<file path="src/rtl/brf_pkg.sv">
// ----------------------------------------------------------------------------
// brf_pkg: shared types and constants for the byte ring FIFO
// Ring geometry, command and status codes, transaction payload structs and
// the helper that builds one result transaction from the pointer state.
// ----------------------------------------------------------------------------
`default_nettype none

package brf_pkg;

  // Ring geometry. DEPTH must be a power of two; one slot always stays free.
  localparam int unsigned DEPTH = 256;
  localparam int unsigned PTR_W = $clog2(DEPTH);

  // Largest number of bytes that one read, peek or skip may move.
  localparam logic [6:0] MAX_BURST = 7'd64;

  typedef logic [PTR_W-1:0] ptr_t;

  // Command codes; codes six and seven are unused and answered as no-ops.
  typedef enum logic [2:0] {
    CMD_PUT   = 3'd0,
    CMD_GET   = 3'd1,
    CMD_READ  = 3'd2,
    CMD_PEEK  = 3'd3,
    CMD_SKIP  = 3'd4,
    CMD_FLUSH = 3'd5
  } cmd_t;

  // Result status codes.
  typedef enum logic [1:0] {
    ST_OK    = 2'd0,
    ST_FULL  = 2'd1,
    ST_EMPTY = 2'd2
  } status_t;

  // Sequencer states.
  typedef enum logic [1:0] {
    S_IDLE  = 2'd0,
    S_FETCH = 2'd1,
    S_DATA  = 2'd2
  } state_t;

  // Input transaction payload.
  typedef struct packed {
    cmd_t       command;
    logic [7:0] data_in;
    logic [6:0] burst_len;
  } in_item_t;

  // Result transaction payload.
  typedef struct packed {
    logic [7:0] data_out;
    status_t    status;
    logic [6:0] moved;
    logic [7:0] fill_level;
    logic       is_full;
    logic       is_empty;
    logic       last;
  } out_item_t;

  // Build one result from the pointers as they stand after that result.
  function automatic out_item_t make_result(input logic [7:0] data,
                                            input status_t    status,
                                            input logic [6:0] moved,
                                            input ptr_t       wp,
                                            input ptr_t       rp,
                                            input logic       last);
    out_item_t   res;
    ptr_t        fill;
    logic [31:0] fill_ext;
    fill           = wp - rp;
    fill_ext       = 32'(fill);
    res.data_out   = data;
    res.status     = status;
    res.moved      = moved;
    res.fill_level = fill_ext[7:0];
    res.is_full    = ((wp + ptr_t'(1)) == rp);
    res.is_empty   = (wp == rp);
    res.last       = last;
    return res;
  endfunction

endpackage

`default_nettype wire

</file>
<file path="src/rtl/byte_ring_fifo_top.sv">
// ----------------------------------------------------------------------------
// byte_ring_fifo_top: command-driven byte FIFO on a power-of-two ring
// Usage: each input transaction on in_* carries one command (put, get, read
// burst, peek burst, skip, flush). Results leave on out_* as transactions;
// read and peek give one result per byte, every other command gives one,
// and the final result of a command has last set. Every result carries the
// fill level and the full and empty flags after it.
// Latency: a command is accepted in IDLE and its first result is valid on
// the next cycle for put, skip, flush, and empty or zero-length requests.
// Get, read and peek fetch each byte through the registered RAM read port:
// FETCH presents the address, then DATA moves the captured data into the
// output register once it is free.
// Throughput: one command at a time; in_ready is high only in IDLE while the
// output register is free or being drained in the same cycle.
// Reset: synchronous rst_n clears both pointers, so the FIFO comes up empty.
// The byte store is not cleared; only occupied slots are ever read.
// Stall: when out_ready is low the output register holds its result, and the
// sequencer waits before loading the next byte or taking a new command.
// ----------------------------------------------------------------------------
`default_nettype none

module byte_ring_fifo_top
  import brf_pkg::*;
(
  input  wire logic      clk,
  input  wire logic      rst_n,
  input  wire logic      in_valid,
  output      logic      in_ready,
  input  wire in_item_t  in_data,
  output      logic      out_valid,
  input  wire logic      out_ready,
  output      out_item_t out_data
);

  state_t     state_r, state_nxt;
  ptr_t       wp_r, wp_nxt;
  ptr_t       rp_r, rp_nxt;
  ptr_t       addr_r, addr_nxt;
  logic [6:0] cnt_r, cnt_nxt;
  logic [6:0] n_r, n_nxt;
  logic       pop_r, pop_nxt;
  out_item_t  out_r, out_nxt;
  logic       out_valid_r, out_valid_nxt;

  logic       wr_en;
  logic       rd_en;
  logic [7:0] rd_data;

  // Byte store.
  brf_ram #(
    .WIDTH (8),
    .DEPTH (DEPTH)
  ) u_store (
    .clk     (clk),
    .wr_en   (wr_en),
    .wr_addr (wp_r),
    .wr_data (in_data.data_in),
    .rd_en   (rd_en),
    .rd_addr (addr_r),
    .rd_data (rd_data)
  );

  // Control and pointer registers.
  always_ff @(posedge clk) begin
    if (!rst_n) begin
      state_r     <= S_IDLE;
      wp_r        <= '0;
      rp_r        <= '0;
      out_valid_r <= 1'b0;
    end else begin
      state_r     <= state_nxt;
      wp_r        <= wp_nxt;
      rp_r        <= rp_nxt;
      out_valid_r <= out_valid_nxt;
    end
  end

  // Burst bookkeeping and result payload.
  always_ff @(posedge clk) begin
    addr_r <= addr_nxt;
    cnt_r  <= cnt_nxt;
    n_r    <= n_nxt;
    pop_r  <= pop_nxt;
    out_r  <= out_nxt;
  end

  // Sequencer: command decode, per-byte fetch and result loading.
  always_comb begin
    logic        out_free;
    logic        last_byte;
    logic [6:0]  req;
    logic [6:0]  n_sel;
    logic [31:0] fill_ext;
    ptr_t        fill;
    ptr_t        rp_upd;

    state_nxt     = state_r;
    wp_nxt        = wp_r;
    rp_nxt        = rp_r;
    addr_nxt      = addr_r;
    cnt_nxt       = cnt_r;
    n_nxt         = n_r;
    pop_nxt       = pop_r;
    out_nxt       = out_r;
    out_free      = !out_valid_r || out_ready;
    out_valid_nxt = out_valid_r && !out_ready;
    in_ready      = 1'b0;
    wr_en         = 1'b0;
    rd_en         = 1'b0;

    // Requested length saturated to the burst limit, then clamped to fill.
    fill     = wp_r - rp_r;
    fill_ext = 32'(fill);
    req      = (in_data.burst_len > MAX_BURST) ? MAX_BURST : in_data.burst_len;
    n_sel    = (fill_ext < 32'(req)) ? fill_ext[6:0] : req;
    last_byte = ((cnt_r + 7'd1) == n_r);
    rp_upd    = pop_r ? (rp_r + ptr_t'(1)) : rp_r;

    case (state_r)
      S_IDLE: begin
        in_ready = out_free;
        if (in_valid && out_free) begin
          out_valid_nxt = 1'b1;
          case (in_data.command)
            CMD_PUT: begin
              if ((wp_r + ptr_t'(1)) == rp_r) begin
                out_nxt = make_result(8'd0, ST_FULL, 7'd0, wp_r, rp_r, 1'b1);
              end else begin
                wr_en   = 1'b1;
                wp_nxt  = wp_r + ptr_t'(1);
                out_nxt = make_result(8'd0, ST_OK, 7'd1, wp_nxt, rp_r, 1'b1);
              end
            end
            CMD_GET, CMD_READ, CMD_PEEK: begin
              if (fill == '0) begin
                out_nxt = make_result(8'd0, ST_EMPTY, 7'd0, wp_r, rp_r, 1'b1);
              end else if (in_data.command != CMD_GET && n_sel == 7'd0) begin
                out_nxt = make_result(8'd0, ST_OK, 7'd0, wp_r, rp_r, 1'b1);
              end else begin
                // Start a byte-by-byte transfer; the result comes later.
                out_valid_nxt = out_valid_r && !out_ready;
                n_nxt     = (in_data.command == CMD_GET) ? 7'd1 : n_sel;
                cnt_nxt   = 7'd0;
                pop_nxt   = (in_data.command != CMD_PEEK);
                addr_nxt  = rp_r;
                state_nxt = S_FETCH;
              end
            end
            CMD_SKIP: begin
              rp_nxt  = rp_r + ptr_t'(n_sel);
              out_nxt = make_result(8'd0, ST_OK, n_sel, wp_r, rp_nxt, 1'b1);
            end
            CMD_FLUSH: begin
              rp_nxt  = wp_r;
              out_nxt = make_result(8'd0, ST_OK, 7'd0, wp_r, wp_r, 1'b1);
            end
            default: begin
              out_nxt = make_result(8'd0, ST_OK, 7'd0, wp_r, rp_r, 1'b1);
            end
          endcase
        end
      end
      S_FETCH: begin
        // Present the slot address to the RAM read port.
        rd_en     = 1'b1;
        state_nxt = S_DATA;
      end
      S_DATA: begin
        // Move the fetched byte into the output register once it is free.
        if (out_free) begin
          rp_nxt        = rp_upd;
          out_nxt       = make_result(rd_data, ST_OK, n_r, wp_r, rp_upd, last_byte);
          out_valid_nxt = 1'b1;
          if (last_byte) begin
            state_nxt = S_IDLE;
          end else begin
            addr_nxt  = addr_r + ptr_t'(1);
            cnt_nxt   = cnt_r + 7'd1;
            state_nxt = S_FETCH;
          end
        end
      end
      default: begin
        state_nxt = S_IDLE;
      end
    endcase
  end

  assign out_valid = out_valid_r;
  assign out_data  = out_r;

endmodule

`default_nettype wire

</file>
<file path="src/rtl/brf_ram.sv">
// ----------------------------------------------------------------------------
// brf_ram: generic simple dual-port RAM
// One write port and one read port; read data is registered and holds its
// value while the read enable is low.
// ----------------------------------------------------------------------------
`default_nettype none

module brf_ram #(
  parameter int unsigned WIDTH = 8,
  parameter int unsigned DEPTH = 256
) (
  input  wire logic                     clk,
  input  wire logic                     wr_en,
  input  wire logic [$clog2(DEPTH)-1:0] wr_addr,
  input  wire logic [WIDTH-1:0]         wr_data,
  input  wire logic                     rd_en,
  input  wire logic [$clog2(DEPTH)-1:0] rd_addr,
  output      logic [WIDTH-1:0]         rd_data
);

  logic [WIDTH-1:0] mem [DEPTH];

  // Write port.
  always_ff @(posedge clk) begin
    if (wr_en) begin
      mem[wr_addr] <= wr_data;
    end
  end

  // Registered read port.
  always_ff @(posedge clk) begin
    if (rd_en) begin
      rd_data <= mem[rd_addr];
    end
  end

endmodule

`default_nettype wire

</file>
<file path="config.mk">
export PLATFORM = sky130hd
export DESIGN_NAME = byte_ring_fifo_top
export DESIGN_NICKNAME = d
export VERILOG_FILES = /design/src/rtl/brf_pkg.sv /design/src/rtl/byte_ring_fifo_top.sv /design/src/rtl/brf_ram.sv
export SDC_FILE = /design/constraint.sdc
export NUM_CORES = 2
export LEC_CHECK = 0
export BUFFER_PORTS_ARGS = -buffer_cell sky130_fd_sc_hd__buf_2
export CAP_MARGIN = 40
export CORE_UTILIZATION = 25
export DETAILED_ROUTE_END_ITERATION = 7
export PLACE_DENSITY = 0.36
export SLEW_MARGIN = 25
export SYNTH_ARGS = -nofsm -noshare
export SYNTH_HDL_FRONTEND = slang
export SYNTH_HIERARCHICAL = 1
export SYNTH_SLANG_ARGS = --single-unit
export TNS_END_PERCENT = 20
</file>
<file path="constraint.sdc">
create_clock -name clk -period 12.1 [get_ports clk]
set_input_delay 3.025 -clock clk [delete_from_list [all_inputs] [get_ports clk]]
set_output_delay 3.025 -clock clk [all_outputs]
set_load 0.1 [all_outputs]
</file>
* Word-level counts from Yosys, hierarchy flattened
Memories as Yosys holds them, arrays and structs flattened. A register that Yosys moved wholly into a read port is not among the register bits.
Index checks and enable logic that the tools add are counted.
** Storage, ports and cells
- Flip-flop bits (word level) :: 70
- Memory bits (writable) :: 2048
- Bits of input ports :: 22
- Memories kept :: 1
** Cells by class
- Add/sub/neg operators :: 11
- Order comparisons :: 2
- Eq/ne operators :: 26
- Multiplexer cells :: 49
- Bitwise logic cells :: 3
- Reduce and logical (&&, ||, !) cells :: 18
** Memories
- u_store.mem :: words 256, width 8, read ports 1, clocked after memory_dff 1, wr ports 1, RTL line brf_ram.sv:21 : logic [WIDTH-1:0] mem [DEPTH];
** Operator list (count)
- 2-to-1 mux 28 bit :: 4
- case mux 28 bit (4 select lines) :: 1
- 2-to-1 mux 8 bit :: 9
- == test 8 bit :: 8
- 2-to-1 mux 7 bit :: 8
- case mux 28 bit (2 select lines) :: 1
- case mux 8 bit (2 select lines) :: 3
- subtractor 8 bit :: 5
- adder 8 x 1 -> 8 bit, second input constant :: 4
- 2-to-1 mux 19 bit :: 1
- 2-to-1 mux 1 bit :: 14
- case mux 7 bit (2 select lines) :: 1
- AND reduction 4 bit :: 3
- 2-to-1 mux 2 bit :: 5
- != test 2 bit, second input constant :: 5
- AND reduction 5 bit :: 2
- adder 8 x 7 -> 8 bit :: 1
- logical NOT 8 bit :: 1
- < comparator 8 x 7 -> 1 bit :: 1
- adder 7 x 1 -> 7 bit, second input constant :: 1
- == test 7 bit :: 1
- greater-than comparator 7 bit, second input constant :: 1
- logical NOT 7 bit :: 1
- AND reduction 7 bit :: 1
- 19 further kinds :: 27

* Longest topological paths before layout
- Depth after elaboration :: 11
- Depth in mapped cells :: 30
- Depth with buffers taken out :: 29

* By module
Netlist, hierarchy kept.
** By module, submodules not included
- brf_ram :: instances 1, cells each 3733, area an instance 79636.4 µm², sequential area each 61739.2 µm²
- byte_ring_fifo_top :: instances 1, cells each 687, area an instance 5968.2 µm², sequential area each 1911.8 µm²

* Least setup slack after synthesis
Ideal clock, no wire load.
- Kind :: input to output
- Start point :: input out_ready
- End point :: output in_ready
- Arrival :: 4.677 ns
- Required time :: 9.075 ns
- Setup slack :: 4.398 ns
- Stages :: 3
- Cell sequence :: nor2b_1 > or2_2 > nor2_1
** Between the ends
- Cells in the longest elaborated chain, start to end :: 2
** Ends and longest elaborated chain
- start, declared :: RTL line byte_ring_fifo_top.sv:31 : input wire logic out_ready,
- logical OR 1 bit :: RTL line byte_ring_fifo_top.sv:105 : out_free = !out_valid_r || out_ready;
- 2-to-1 mux 1 bit :: RTL line byte_ring_fifo_top.sv:119 : case (state_r)
- end, declared :: RTL line byte_ring_fifo_top.sv:28 : output logic in_ready,
Every way passes these cells.

==> reports/results.tsv <==
metric	value	unit
cp_cell_sequence	buf_2, clkinv_1, nand2_1, ha_1, a21o_1, a211o_1, o211ai_1, a21oi_1, nor3_2, mux2_2, inv_1, ha_1, a211oi_1, nor2_1, xor2_1, inv_1, ha_1, a21boi_0, o21ai_0, nor2b_1, xnor2_1, a22o_1, a31oi_1, a21oi_1	
synth-edff-count	2107	
cp_max_fo	10	
vias	44700	
hold_viol	0	
coreArea	340000	µm²
synth_cells	4420	
p_leak	31.3	nW
p_int	0.0133	W
clk_latency	890	ps
crit_arrival	8210	ps
fin_worst_skew	51.5	ps
wl_per_cell	28.5	µm
worstPathRequired	12720	ps
grt_max_degree	161	
dr.pass1.iters	5	
synth_cell_types	81	
cts_tree	built	
cts_setup_buffers	0	
peakVddDrop	0.127	mV
crit_slowest_cell	nor3_2	
avgSynthCellArea	19.4	µm²
setup_tns	0	ps
comb_power_share	0.174	
start_util	0.252	
ant_nets	0	
dieArea	345000	µm²
relSlewSlack	0.237	
async_flop_share	0	
rsz0062_at_grt	no	
p_per_area	182	nW/µm²
ys_seq_area_frac	0.744	
overflow	0	
cts.path.max_buffers	4	
drive_above_1_share	0.247	
swShare	0.277	
report.final.slew_viol_count	0	
grt_use_total	0.154	
die_y	587	µm
die_w	587	µm
switchingPower	0.00507	W
fmax	0.132	GHz
tightest_slew	1140	ps
postCtsHoldBufs	0	
gp_congestion	0.795	
cts.clk_slew.worst_paths	70	ps
htree_levels	4	
synth_top_flop_cell	edfxtp_1	
cts-buffers-inserted	233	
start_kind	input pin	
grt_pass1_wl	378	mm
synth_warnings	6	
outcome	completed	
nets	4876	
clkPwrFrac	0.378	
min_period	7590	ps
viasPerCell	4.69	
syn_area	85600	µm²
grt_pass1_vias	45800	
cts.repair.resized	0	
drc	0	
hold_class	reg -> reg	
io_pins	52	
cts_root_buf	clkbuf_16	
drtIter0Drc	3768	
critPathMaxStageDelay	570	ps
p_seq_frac	0.448	
crit_type	in -> reg	
wirelength	272	mm
clock_sinks	2126	
critPathBufInv	4	
area_growth	17.5	%
ys_seq_elements	2126	
row_count	214	
antenna_found_initial	23	
final.period_utilization	0.627	
cp_top_family	compound AO/OA/AOI/OAI gates	
cap_violations	0	
setup_viol	0	
dp_hpwl	175	mm
p_total	0.0183	W
io_buffers	51	
endpoint_kind	register	
cpMostUsedCell	ha_1	
syn-num-nets	4494	
-- routing by layer --
metal	part of all wire	global-route usage	vias up
li1	-	-	19000
met1	0.46	0.215	24300
met2	0.47	0.250	1093
met3	0.046	0.0251	335
met4	0.026	0.0412	2
met5	0.000026	0	-
-- area by class of cell --
cell class	instances	area (µm²)
fillers	33300	240000
flip-flops and latches	2126	63700
multi-input cells	1995	20400
clock buffers	301	6240
well taps	4536	5680
repair buffers	409	3430
clock inverters	120	998
inverters	37	139
diodes	6	15.0
-- cell families after synthesis --
family                     share of synthesized area
DFF                                            0.744
and+or+nand+nor                               0.0383
muxes                                          0.137
AOI/OAI and AO/OA                             0.0440
buffers and inverters                         0.0201
xor gates and xnor gates                     0.00944
adders and majority gates                    0.00804
-- state kept, by name, summed over array words and instances, names as in the netlist --
register and cells:
u_store/mem 2048, pop_r 1, addr_r 8, n_r 7, cnt_r 7, wp_r 8
u_store/rd_data 8, rp_r 8, out_valid 1, out_data 28, state_r 2
-- layout by cell type (no fill, tap or decap), types with 14 or more instances in the layout --
master / synthesis / layout
nor2_2: 0 / 15
o21ai_0: 56 / 56
a211oi_1: 23 / 23
buf_4: 30 / 292
nor2b_1: 45 / 42
o211ai_1: 16 / 16
xor2_1: 35 / 35
inv_1: 35 / 35
nand3_1: 64 / 54
o22ai_1: 35 / 35
edfxtp_1: 2107 / 2107
buf_12: 8 / 15
clkinv_1: 2 / 58
buf_8: 13 / 18
nor2_1: 335 / 317
nand2_1: 100 / 99
clkbuf_16: 0 / 239
a22oi_1: 134 / 134
a21o_1: 14 / 14
xnor2_1: 51 / 51
clkinv_2: 0 / 31
mux2i_1: 138 / 138
bufinv_16: 0 / 17
clkbuf_1: 131 / 59
clkbuf_4: 0 / 14
and2_1: 27 / 25
ha_1: 47 / 47
a21oi_1: 140 / 139
nor4_1: 30 / 29
o221ai_1: 47 / 47
dfxtp_1: 19 / 19
nand4_1: 17 / 17
mux4_2: 454 / 454
buf_2: 34 / 54
a221oi_1: 14 / 14
nor3_1: 32 / 32
-- power by group through the flow --
stage | Clock [W] | Combinational [W] | Sequential (W)
after floorplan | 0 | 0.00184 | 0.00857
after global placement | 0 | 0.00322 | 0.00838
after detailed placement | 0 | 0.00323 | 0.00837
after CTS | 0.00715 | 0.00324 | 0.00822
after global routing | 0.00738 | 0.00339 | 0.00822
final | 0.00693 | 0.00318 | 0.00822
-- cell usage after synthesis (7+ instances only) --
master    instances  area [µm²]
edfxtp_1       2107       63300
a22oi_1         134        1010
buf_4            30         225
buf_1            24        90.1
buf_12            8         160
buf_2            34         170
o22ai_1          35         219
and2_1           27         169
xor2_1           35         307
mux4_2          454       10200
dfxtp_1          19         380
o21ai_0          56         280
nand2b_1         14        87.6
nor3_1           32         160
nand2_1         100         375
ha_1             47         588
a21o_1           14         105
a22o_1            9        78.8
a21oi_1         140         701
nand4_1          17         106
buf_8            13         195
mux2i_1         138        1380
inv_1            35         131
o221ai_1         47         412
a221oi_1         14         123
and3_1            7        43.8
o211ai_1         16         120
nand3_1          64         320
xnor2_1          51         447
a211oi_1         23         173
nor4_1           30         188
clkbuf_1        131         492
nor2_1          335        1260
buf_6            22         248
nor2b_1          45         282
-- through the flow --
step	cells	setup slack [ps]	instance area, µm²	util	hold WS [ps]
floorplan	4420	4400	85600	-	486
global placement	8855	3680	91100	0.268	515
detailed placement	9049	3710	92800	0.273	524
CTS	9470	4690	100000	0.294	526
global route	9525	4160	101000	0.295	534
finish	9530	4510	101000	0.296	523
-- worst paths after layout --
check,depth (start not counted),to,from,slack [ps]
worst min-delay path,1,out_data[22],u_store/rd_data[2],520
worst max register to register,26,out_data[8],rp_r[1],4890
worst min register to register,1,out_data[22],u_store/rd_data[2],520
worst max-delay path,24,out_data[8],in_data[6],4510
Note: power is estimated with default switching activity, not from simulation.
